File: src/hw/rtl/fqrs_pkg.sv
// ============================================================================
// fqrs_pkg: shared types and constants of the FASTQ record splitter
// Holds the field widths, the newline code, the line codes and the result
// status codes.
// ============================================================================
package fqrs_pkg;

    // Field widths.
    localparam int OFFSET_BITS = 32;
    localparam int LENGTH_BITS = 16;
    localparam int COUNT_BITS  = 32;

    typedef logic [OFFSET_BITS-1:0] offset_t;
    typedef logic [LENGTH_BITS-1:0] length_t;
    typedef logic [COUNT_BITS-1:0]  count_t;
    typedef logic [1:0]             status_t;
    typedef logic [1:0]             line_t;

    // Saturation limit of the length counters.
    localparam length_t LEN_MAX = {LENGTH_BITS{1'b1}};

    // Newline byte that closes a line.
    localparam logic [7:0] NL_BYTE = 8'd10;

    // Line of a four-line record.
    localparam line_t LINE_HEADER = 2'd0;
    localparam line_t LINE_BASES  = 2'd1;
    localparam line_t LINE_SEP    = 2'd2;
    localparam line_t LINE_QUALS  = 2'd3;

    // Result status codes.
    localparam status_t ST_OK        = 2'd0;
    localparam status_t ST_EXHAUSTED = 2'd1;
    localparam status_t ST_TRUNCATED = 2'd2;

endpackage

File: src/hw/rtl/fastq_record_splitter.sv
// ============================================================================
// fastq_record_splitter: FASTQ four-line record parser
// Takes chunk text one byte per transfer and emits one descriptor per record
// with the header, bases and quality offsets, header length and sequence
// length, or a status for exhausted or truncated records.
// ============================================================================
//
//  Channel | Signals                                        | Moves
//  --------+------------------------------------------------+-----------------
//  in      | in_valid, in_ready, data_byte, chunk_end,      | one text byte
//          | restart                                        |
//  out     | out_valid, out_ready, status, record_index,    | one record
//          | meta_offset, header_len, bases_offset, seq_len,| descriptor
//          | quals_offset                                   |
//  cfg     | cfg_valid, cfg_ready, cfg_data                 | record limit
//
//  One byte per cycle while the output is not stalled: a byte sits in the
//  input register, is parsed by the counter and compare logic and its result
//  lands in the output register, from which it is offered.
//  Reset clears the parse state and the record limit; no clearing pass is
//  needed. A held result stalls the parse stage only while out_ready is low,
//  and the input register then fills and drops in_ready. cfg_ready is always
//  high.
//
module fastq_record_splitter
(
    input  logic                   clk,
    input  logic                   rst_n,

    input  logic                   in_valid,
    output logic                   in_ready,
    input  logic [7:0]             data_byte,
    input  logic                   chunk_end,
    input  logic                   restart,

    output logic                   out_valid,
    input  logic                   out_ready,
    output fqrs_pkg::status_t      status,
    output fqrs_pkg::count_t       record_index,
    output fqrs_pkg::offset_t      meta_offset,
    output fqrs_pkg::length_t      header_len,
    output fqrs_pkg::offset_t      bases_offset,
    output fqrs_pkg::length_t      seq_len,
    output fqrs_pkg::offset_t      quals_offset,

    input  logic                   cfg_valid,
    output logic                   cfg_ready,
    input  fqrs_pkg::count_t       cfg_data
);

    import fqrs_pkg::*;

    // Input register.
    logic       s1_valid_reg;
    logic [7:0] s1_byte_reg;
    logic       s1_last_reg;
    logic       s1_restart_reg;

    // Parse state.
    offset_t byte_offset_reg;
    line_t   line_reg;
    length_t len_reg;
    logic    skip_reg;
    count_t  count_reg;
    offset_t held_meta_offset_reg;
    length_t held_header_len_reg;
    offset_t held_bases_offset_reg;
    offset_t held_quals_offset_reg;
    count_t  record_limit_reg;

    // Output register.
    logic    out_valid_reg;
    status_t status_reg;
    count_t  index_reg;
    offset_t meta_offset_reg;
    length_t header_len_reg;
    offset_t bases_offset_reg;
    length_t seq_len_reg;
    offset_t quals_offset_reg;

    // Parse step signals.
    logic    advance;
    offset_t cur_off;
    offset_t next_off;
    line_t   cur_line;
    length_t cur_len;
    logic    cur_skip;
    count_t  cur_count;
    length_t len_work;
    logic    closes;
    logic    is_nl;

    line_t   line_next;
    length_t len_next;
    logic    skip_next;
    count_t  count_next;
    logic    result_next;
    status_t status_next;
    logic    full_record;

    // Handshakes.
    assign advance   = s1_valid_reg && (!out_valid_reg || out_ready);
    assign in_ready  = !s1_valid_reg || advance;
    assign cfg_ready = 1'b1;

    // Input register control.
    always_ff @(posedge clk or negedge rst_n)
    begin
        if (!rst_n)
        begin
            s1_valid_reg <= 1'b0;
        end
        else if (in_ready)
        begin
            s1_valid_reg <= in_valid;
        end
    end

    // Input register payload.
    always_ff @(posedge clk)
    begin
        if (in_valid && in_ready)
        begin
            s1_byte_reg    <= data_byte;
            s1_last_reg    <= chunk_end;
            s1_restart_reg <= restart;
        end
    end

    // State seen by this byte, after an optional restart.
    always_comb
    begin
        cur_off   = s1_restart_reg ? '0 : byte_offset_reg;
        cur_line  = s1_restart_reg ? LINE_HEADER : line_reg;
        cur_len   = s1_restart_reg ? '0 : len_reg;
        cur_skip  = s1_restart_reg ? 1'b1 : skip_reg;
        cur_count = s1_restart_reg ? '0 : count_reg;
        next_off  = cur_off + offset_t'(1);
        is_nl     = (s1_byte_reg == NL_BYTE);
    end

    // Line length and line close detection.
    always_comb
    begin
        if (cur_skip)
        begin
            len_work = '0;
            closes   = s1_last_reg;
        end
        else
        begin
            len_work = (is_nl || cur_len == LEN_MAX) ? cur_len : cur_len + length_t'(1);
            closes   = is_nl || s1_last_reg;
        end
    end

    // Record sequencing and result selection.
    always_comb
    begin
        line_next   = cur_line;
        len_next    = len_work;
        skip_next   = 1'b0;
        count_next  = cur_count;
        result_next = 1'b0;
        status_next = ST_OK;
        full_record = 1'b0;

        if (closes)
        begin
            len_next = '0;
            unique case (cur_line)
                LINE_HEADER: line_next = LINE_BASES;
                LINE_BASES:  line_next = LINE_SEP;
                LINE_SEP:    line_next = LINE_QUALS;
                LINE_QUALS:
                begin
                    line_next   = LINE_HEADER;
                    skip_next   = 1'b1;
                    result_next = 1'b1;
                    if (cur_count == record_limit_reg)
                    begin
                        status_next = ST_EXHAUSTED;
                    end
                    else
                    begin
                        full_record = 1'b1;
                        count_next  = cur_count + count_t'(1);
                    end
                end
                default: line_next = LINE_HEADER;
            endcase

            if (s1_last_reg && cur_line != LINE_QUALS)
            begin
                result_next = 1'b1;
                status_next = ST_TRUNCATED;
            end
        end

        // Chunk end always returns to the start of a header line.
        if (s1_last_reg)
        begin
            line_next = LINE_HEADER;
            len_next  = '0;
            skip_next = 1'b1;
        end
    end

    // Parse state and configuration registers.
    always_ff @(posedge clk or negedge rst_n)
    begin
        if (!rst_n)
        begin
            byte_offset_reg  <= '0;
            line_reg         <= LINE_HEADER;
            len_reg          <= '0;
            skip_reg         <= 1'b1;
            count_reg        <= '0;
            record_limit_reg <= '0;
            out_valid_reg    <= 1'b0;
        end
        else
        begin
            if (cfg_valid && cfg_ready)
            begin
                record_limit_reg <= cfg_data;
            end
            if (advance)
            begin
                byte_offset_reg <= next_off;
                line_reg        <= line_next;
                len_reg         <= len_next;
                skip_reg        <= skip_next;
                count_reg       <= count_next;
                out_valid_reg   <= result_next;
            end
            else if (out_ready)
            begin
                out_valid_reg <= 1'b0;
            end
        end
    end

    // Held record fields. Each is written before any record can use it.
    always_ff @(posedge clk)
    begin
        if (advance)
        begin
            if (cur_skip)
            begin
                held_meta_offset_reg <= next_off;
            end
            if (closes && cur_line == LINE_HEADER)
            begin
                held_header_len_reg   <= len_work;
                held_bases_offset_reg <= next_off;
            end
            if (closes && cur_line == LINE_SEP)
            begin
                held_quals_offset_reg <= next_off;
            end
        end
    end

    // Output register payload.
    always_ff @(posedge clk)
    begin
        if (advance && result_next)
        begin
            status_reg       <= status_next;
            index_reg        <= cur_count;
            meta_offset_reg  <= full_record ? held_meta_offset_reg : '0;
            header_len_reg   <= full_record ? held_header_len_reg : '0;
            bases_offset_reg <= full_record ? held_bases_offset_reg : '0;
            seq_len_reg      <= full_record ? len_work : '0;
            quals_offset_reg <= full_record ? held_quals_offset_reg : '0;
        end
    end

    assign out_valid    = out_valid_reg;
    assign status       = status_reg;
    assign record_index = index_reg;
    assign meta_offset  = meta_offset_reg;
    assign header_len   = header_len_reg;
    assign bases_offset = bases_offset_reg;
    assign seq_len      = seq_len_reg;
    assign quals_offset = quals_offset_reg;

`ifndef SYNTHESIS
    // A byte that ends the chunk leaves the parser at a fresh header line.
    a_chunk_end_rewinds: assert property (
        @(posedge clk) disable iff (!rst_n)
        (advance && s1_last_reg) |=> (skip_reg && line_reg == LINE_HEADER && len_reg == '0))
        else $error("chunk end did not rewind the line state");

    // The record count holds, steps by one, or restarts from zero.
    a_count_step: assert property (
        @(posedge clk) disable iff (!rst_n)
        advance |=> (count_reg == $past(count_reg) ||
                     count_reg == $past(count_reg) + count_t'(1) ||
                     count_reg == '0))
        else $error("record count jumped");

    // Non-ok results carry zero offsets and lengths.
    a_status_zero_fields: assert property (
        @(posedge clk) disable iff (!rst_n)
        (out_valid && status != ST_OK) |->
            (meta_offset == '0 && header_len == '0 && bases_offset == '0 &&
             seq_len == '0 && quals_offset == '0))
        else $error("non-ok result carries record fields");

    // The parse state does not move while the byte is stalled.
    a_hold_when_stalled: assert property (
        @(posedge clk) disable iff (!rst_n)
        !advance |=> $stable(byte_offset_reg) && $stable(line_reg) && $stable(count_reg))
        else $error("parse state moved without a byte");
`endif

endmodule
File: config.mk
export PLATFORM = sky130hd
export DESIGN_NAME = fastq_record_splitter
export DESIGN_NICKNAME = d
export VERILOG_FILES = /design/src/hw/rtl/fqrs_pkg.sv /design/src/hw/rtl/fastq_record_splitter.sv
export SDC_FILE = /design/constraint.sdc
export NUM_CORES = 1
export LEC_CHECK = 0
export BUFFER_PORTS_ARGS = -buffer_cell sky130_fd_sc_hd__clkbuf_2
export CAP_MARGIN = 20
export CORE_ASPECT_RATIO = 1.2
export CORE_MARGIN = 8
export CORE_UTILIZATION = 37
export DETAILED_ROUTE_END_ITERATION = 16
export GPL_TIMING_DRIVEN = 0
export PLACE_DENSITY_LB_ADDON = 0.25
export SLEW_MARGIN = 10
export SYNTH_ARGS = -nofsm -noshare
export SYNTH_HDL_FRONTEND = slang
export SYNTH_SLANG_ARGS = --single-unit
File: constraint.sdc
create_clock -name clk -period 7 [get_ports clk]
set_input_delay 0.7 -clock clk [delete_from_list [all_inputs] [get_ports clk]]
set_output_delay 0.7 -clock clk [all_outputs]
set_load 0.005 [all_outputs]
==> results of run 1 <==
==> area by class of cell <==
type / count / area, µm² / area share, %
Clock buffer: 52 / 1150 / 5.55
Tap cell: 623 / 779 / 3.76
Multi-Input combinational cell: 853 / 5500 / 26.5
Sequential cell: 401 / 11500 / 55.2
Clock inverter: 26 / 228 / 1.10
Timing Repair Buffer: 213 / 1150 / 5.54
Inverter: 22 / 90.1 / 0.434
Buffer: 79 / 395 / 1.91
==> power by group <==
group | leakage [nW] | internal, W | total [W] | switching (W)
clock network | 0.660 | 0.00129 | 0.00223 | 0.000939
registers | 4.29 | 0.00266 | 0.00275 | 0.0000880
logic | 3.13 | 0.000137 | 0.000379 | 0.000241
total | 8.08 | 0.00408 | 0.00535 | 0.00127
==> cell usage in the layout (no fill, tap or decap), drive strengths merged, types with 35 or more instances in the layout <==
master,count
mux2,35
edfxtp,284
clkbuf,307
nor3,35
buf,37
and2,127
nand2,119
o21ai,46
nor2,118
dfrtp,116
nor2b,39
xnor2,46
nand3,35
==> kinds of logic after synthesis <==
group,Yosys count,share of synthesized area [%]
buffers and inverters,101,2.74
adders and majority gates,5,0.359
AOI/OAI and AO/OA,146,6.18
other,1,0.0215
xor gates and xnor gates,61,3.07
and+or+nand+nor,587,18.6
muxes,53,3.32
DFF,401,65.7
==> critical path: stages (launching register included) <==
cell and delay, ns:
edfxtp_1 0.60, buf_6 0.21, buf_6 0.19, buf_6 0.20
clkbuf_1 0.51, buf_1 0.63, clkbuf_1 0.72, nor2b_1 0.12
ha_1 0.27, and3_1 0.19, a31oi_1 0.28, buf_2 0.29
nand4_1 0.19, xor2_1 0.25, nor3_1 0.09
==> metrics by stage <==
stage | hold slack [ns] | setup TNS (ns) | total power, W | area (µm²) | instances
floorplan | 0.404 | 0 | 0.00299 | 17400 | 1355
global placement | 0.467 | -172.55 | 0.00317 | 19300 | 2187
detailed placement | 0.472 | 0 | 0.00318 | 19400 | 2191
CTS | 0.0868 | 0 | 0.00542 | 20800 | 2269
global route | 0.105 | 0 | 0.00554 | 20800 | 2269
finish | 0.0956 | 0 | 0.00535 | 20800 | 2269
==> Yosys cell counts, types with 6 or more instances <==
library cell,count,share of area (%)
a21oi_1,11,0.32
a221o_1,10,0.57
a22o_1,6,0.30
a2bb2oi_1,8,0.40
a31oi_1,6,0.22
a32oi_1,8,0.40
and2_1,127,4.6
and3_1,19,0.68
and4_1,9,0.45
buf_1,10,0.22
buf_2,10,0.29
buf_6,9,0.58
clkbuf_1,45,0.97
dfrtp_1,116,17
edfxtp_1,284,49
inv_1,21,0.45
mux2_2,34,2.2
mux2i_1,18,1.0
nand2_1,119,2.6
nand3_1,35,1.0
nand4_1,28,1.0
nand4bb_1,8,0.52
nor2_1,117,2.5
nor2b_1,39,1.4
nor3_1,33,0.95
nor4_1,6,0.22
o21ai_0,40,1.1
o21ai_1,6,0.17
o21bai_1,8,0.34
o31ai_1,6,0.26
xnor2_1,46,2.3
xor2_1,15,0.75
==> layer usage <==
layer | wire [µm] | track usage [%] | vias to the layer above
met5 | 0 | 0 | -
met4 | 1540 | 6.12 | 0
met3 | 2550 | 3.70 | 89
met2 | 22700 | 29.2 | 319
met1 | 18800 | 19.6 | 5506
li1 | - | - | 5417
==> path summary, 6_finish.rpt <==
check / startpoint / end
min in group clk: data_byte[7] / s1_byte_reg[7]$_DFFE_PP_
max: s1_restart_reg$_DFFE_PP_ / seq_len[3]$_SDFFCE_PN0P_
max reg2reg: s1_restart_reg$_DFFE_PP_ / seq_len[3]$_SDFFCE_PN0P_
max in group asynchronous: rst_n / skip_reg$_DFFE_PN1P_
min: rst_n / record_limit_reg[4]$_DFFE_PN0P_
min reg2reg: line_reg[1]$_DFFE_PN0P_ / line_reg[1]$_DFFE_PN0P_
==> results.cfg, run 1 <==
[route]
drt_first_pass_iters = 5
via_per_inst = 4.99
wl_per_cell_um = 20.1
drt_iter0_drc = 637
finalWirelength_um = 45600
drc_errors = 0
antenna_left = 0
vias = 11300

[synth]
synth-main-ff-cell = edfxtp_1
synth_edf_count = 284
syn-instance-count = 1355
async_flop_share_pct = 29.2
avgSynthCellArea_um2 = 12.9
yosysWarnings = 0
syn_nets = 1407
ys_types = 86
yosysSeqAreaShare_pct = 65.7
netlist_area_mm2 = 0.0174
synth_seq_cells = 401

[cts]
clockRootBuffer = clkbuf_16
path_clk_slew_ns = 0.06
hold_buffers = 0
cts_sinks = 401
h-tree-depth = 2
clk_latency_ns = 0.56
numCtsBuffers = 42
cts_tree = built
clockBufferDepth = 3
post_cts_buffers = 0
cts_resized = 0

[place]
portBuffers = 209
gp_congestion = 0.854
dp_worst_setup_slack_ns = 1.89
dp_hpwl_um = 32400

[power_and_ir_drop]
powerDensity_mw_per_mm2 = 258
p_leak_nw = 8.08
ir_drop_uv = 161

[outcome]
outcome = finished clean

[timing]
fin_skew_ns = 0.0211
rsz0062_at_grt = no
fmax_mhz = 199
setup_ws_ns = 1.98
fin_crit_ns = 5.02
hold_viol_final = 0
maxSlewViolCount = 0
worst_slew_pin_slew_ns = 0.959
slew_headroom_pct = 35.4
finalCritPeriodShare_pct = 71.7
setup_viol = 0

[layout]
final_core_util_pct = 44.3
fill_cells = 4415
diodes = 0
drive_gt1_share_pct = 22.2
synthToLayoutAreaGrowth_pct = 19.1
fin_nets = 1664

[global_route]
grt_pass1_wl_um = 69700
grt_max_degree = 103
grt_antenna_before_repair = 0
first_global_vias = 11700
grt_usage_pct = 16.5
overflow = 0

[job]
max_cap_viol_count = 0

[floorplan]
dieWidth_um = 214
rows = 87
die_h_um = 254
core_mm2 = 0.0468
fp.dieArea_mm2 = 0.0543
start_util_pct = 37.2
ios = 212

[worst_setup_path]
rrSetupSlack_ns = 1.98
worst_setup_path_start_kind = flop
worstSetupPathType = flop to flop
crit_fanout = 10
rr_worst_depth = 14
endpoint_kind = flop
arrival_ns = 5.31
required_ns = 7.29

[min_path]
hold_class = input pin to async pin
No activity file was read; power rests on OpenSTA's default activity.
==> run 2: changes to the inputs <==
Settings changed: ABC_AREA set to 1.
Clock period 7 ns to 4.27 ns, I/O delays scaled along.
==> run 2 against run 1 <==
Net effect: fmax is 55% higher; first-iteration DRC count is 7.1% lower; flip-flop and latch count stayed put; synthesized area is 1.6% lower.
==> results.cfg, run 2 <==
[cts]
clockBufferDepth = 3
numCtsBuffers = 42
h-tree-depth = 2
clockRootBuffer = clkbuf_16
cts_sinks = 401
cts_tree = built
post_cts_buffers = 0
path_clk_slew_ns = 0.06
cts_resized = 0
clk_latency_ns = 0.57

[min_path]
hold_class = input pin to flop

[floorplan]
core_mm2 = 0.0458
ios = 212
rows = 86
start_util_pct = 37.4
dieWidth_um = 213
die_h_um = 252
fp.dieArea_mm2 = 0.0535

[layout]
layout_common_cells = nand2_1 (392), edfxtp_1 (284), inv_1 (283), nor2_1 (256), clkbuf_2 (208)
fin_nets = 2010
synthToLayoutAreaGrowth_pct = 21.0
fill_cells = 4429
seqCellArea_mm2 = 0.0115
drive_gt1_share_pct = 17.7
multi_input_area_mm2 = 0.00433
final_cells = 2608
diodes = 0
final_common_cell = nand2_1
final_cell_area_mm2 = 0.0207

[route]
drt_iter0_drc = 592
drc_errors = 0
finalWirelength_um = 45000
via_per_inst = 4.56
antenna_left = 0
drt_first_pass_iters = 8
wl_per_cell_um = 17.3
vias = 11900

[worst_setup_path]
worst_setup_path_start_kind = flop
endpoint_kind = flop
required_ns = 4.53
worstSetupPathType = flop to flop
arrival_ns = 3.50
crit_fanout = 27

[timing]
worst_slew_pin_slew_ns = 0.727
fmax_mhz = 308
hold_viol_final = 0
rsz0062_at_grt = no
setup_viol = 0
whs_ns = 0.0522
slew_headroom_pct = 51.5
fin_skew_ns = 0.0180
fin_crit_ns = 3.25
finalCritPeriodShare_pct = 76.0
setup_tns_ns = 0
maxSlewViolCount = 0

[synth]
synth_top_family_by_area = simple AND/OR/NAND/NOR gates
ys_types = 35
avgSynthCellArea_um2 = 10.1
synth_edf_count = 284
synthAdderAreaFrac_pct = 0.365
synth_top_area_share_pct = 49.7
syn-instance-count = 1692
synth_top_cell_by_area = edfxtp_1
synth-main-ff-cell = edfxtp_1
synth.area.mux_share_pct = 0
netlist_area_mm2 = 0.0171
synth.most_common_cell = nand2_1
yosysSeqAreaShare_pct = 66.8
yosysWarnings = 0
synth.area.top_cells = edfxtp_1 (50%), dfrtp_1 (17%), nand2_1 (8.6%)
synth_compound_area_share_pct = 3.11
async_flop_share_pct = 29.2
ys_top_cells_by_count = nand2_1 (392), edfxtp_1 (284), inv_1 (284), nor2_1 (261), dfrtp_1 (116)
synthXorXnorAreaFrac_pct = 2.66
syn_nets = 1744
synthSimpleGateAreaFrac_pct = 18.8
synth_seq_cells = 401

[global_route]
grt_usage_pct = 16.9
grt_pass1_wl_um = 70100
grt_max_degree = 68
overflow = 0
first_global_vias = 12200
grt_antenna_before_repair = 0

[place]
gp_congestion = 0.914
dp.cells = 2529
dp_hpwl_um = 33300
portBuffers = 209
dpl-instance-area_mm2 = 0.0194

[power_and_ir_drop]
p_sw_share_pct = 22.7
pwr-share-clk_pct = 42.7
comb_power_share_pct = 5.9
powerDensity_mw_per_mm2 = 410
ir_drop_uv = 264
p_leak_nw = 9.03
power_w = 0.00850
pwr-share-seq_pct = 51.4
switching_power_w = 0.00193
p_int_w = 0.00657

[outcome]
outcome = finished clean

[job]
max_cap_viol_count = 0
[run 2: cell types whose count changed in the layout (fill, tap and decap cells not counted), moves of 26 or more]
| cell | change |
|---|---|
| nand2_1 | +273 |
| inv_1 | +263 |
| nor2_1 | +140 |
| and2_1 | -124 |
| nor2b_1 | -39 |
| nand3_1 | +36 |
| mux2_2 | -34 |
| xnor2_1 | -30 |
| o21ai_0 | +28 |
| clkbuf_1 | -26 |
[run 2: stage by stage]
stage | setup slack (ns) | utilization [%]
floorplan | -0.109 | -
global placement | -1.88 | 41.5
detailed placement | 0.981 | 42.2
CTS | 0.941 | 45.3
global route | 0.846 | 45.3
finish | 1.02 | 45.3
[run 2: power by group through the flow]
stage / clock network [W] / logic, W / registers [W]
floorplan: 0 / 0.000231 / 0.00445
global placement: 0 / 0.000462 / 0.00447
detailed placement: 0 / 0.000510 / 0.00445
CTS: 0.00374 / 0.000513 / 0.00437
global route: 0.00390 / 0.000556 / 0.00438
finish: 0.00363 / 0.000497 / 0.00437
[run 2: repair_timing]
| item | CTS | global route |
|---|---|---|
| hold buffers | 1 | 0 |
| endpoints found under the setup margin | 0 | 0 |
| endpoints found under the hold margin | 50 | 0 |
[run 2: kinds of logic after synthesis]
kind of cell	after synthesis
DFF	401
buffers and inverters	346
adders and majority gates	5
xor gates and xnor gates	52
AOI/OAI and AO/OA	98
other	1
and+or+nand+nor	789
[run 2: final timing paths]
kind / from / to / slack, ns / cells after the start
max: s1_restart_reg$_DFFE_PP_ / meta_offset[25]$_SDFFCE_PN0P_ / 1.02 / 9
min: data_byte[7] / s1_byte_reg[7]$_DFFE_PP_ / 0.05 / 1
max reg2reg: s1_restart_reg$_DFFE_PP_ / meta_offset[25]$_SDFFCE_PN0P_ / 1.02 / 9
min reg2reg: byte_offset_reg[31]$_DFFE_PN0P_ / byte_offset_reg[31]$_DFFE_PN0P_ / 0.48 / 2
max in group asynchronous: rst_n / skip_reg$_DFFE_PN1P_ / 3.15 / 3
min in group asynchronous: rst_n / record_limit_reg[26]$_DFFE_PN0P_ / 0.38 / 2
[run 2: worst max-delay path, stage by stage (launching register included)]
cell and delay, ns:
edfxtp_1 0.52, buf_2 0.34, nor2_4 0.34, nand3_2 0.19, nand2_1 0.16, nand2_1 0.19, a21oi_4 0.49, buf_16 0.24
buf_12 0.20, buf_12 0.20
[run 2: final cells by class]
class	count	share of cell area, %
multi-input combinational	945	20.9
inverter	295	5.34
timing repair buffer	222	6.58
tap	616	3.72
clock inverter	20	0.905
sequential	401	55.2
buffer	51	1.59
clock buffer	58	5.75
[run 2: metal layers]
layer | vias to the layer above | track usage [%] | part of all wire, %
met2 | 263 | 30.6 | 52
met1 | 5671 | 20.1 | 41
met3 | 66 | 3.45 | 5.0
met5 | - | 0 | 0
met4 | 0 | 4.82 | 2.3
li1 | 5894 | - | -
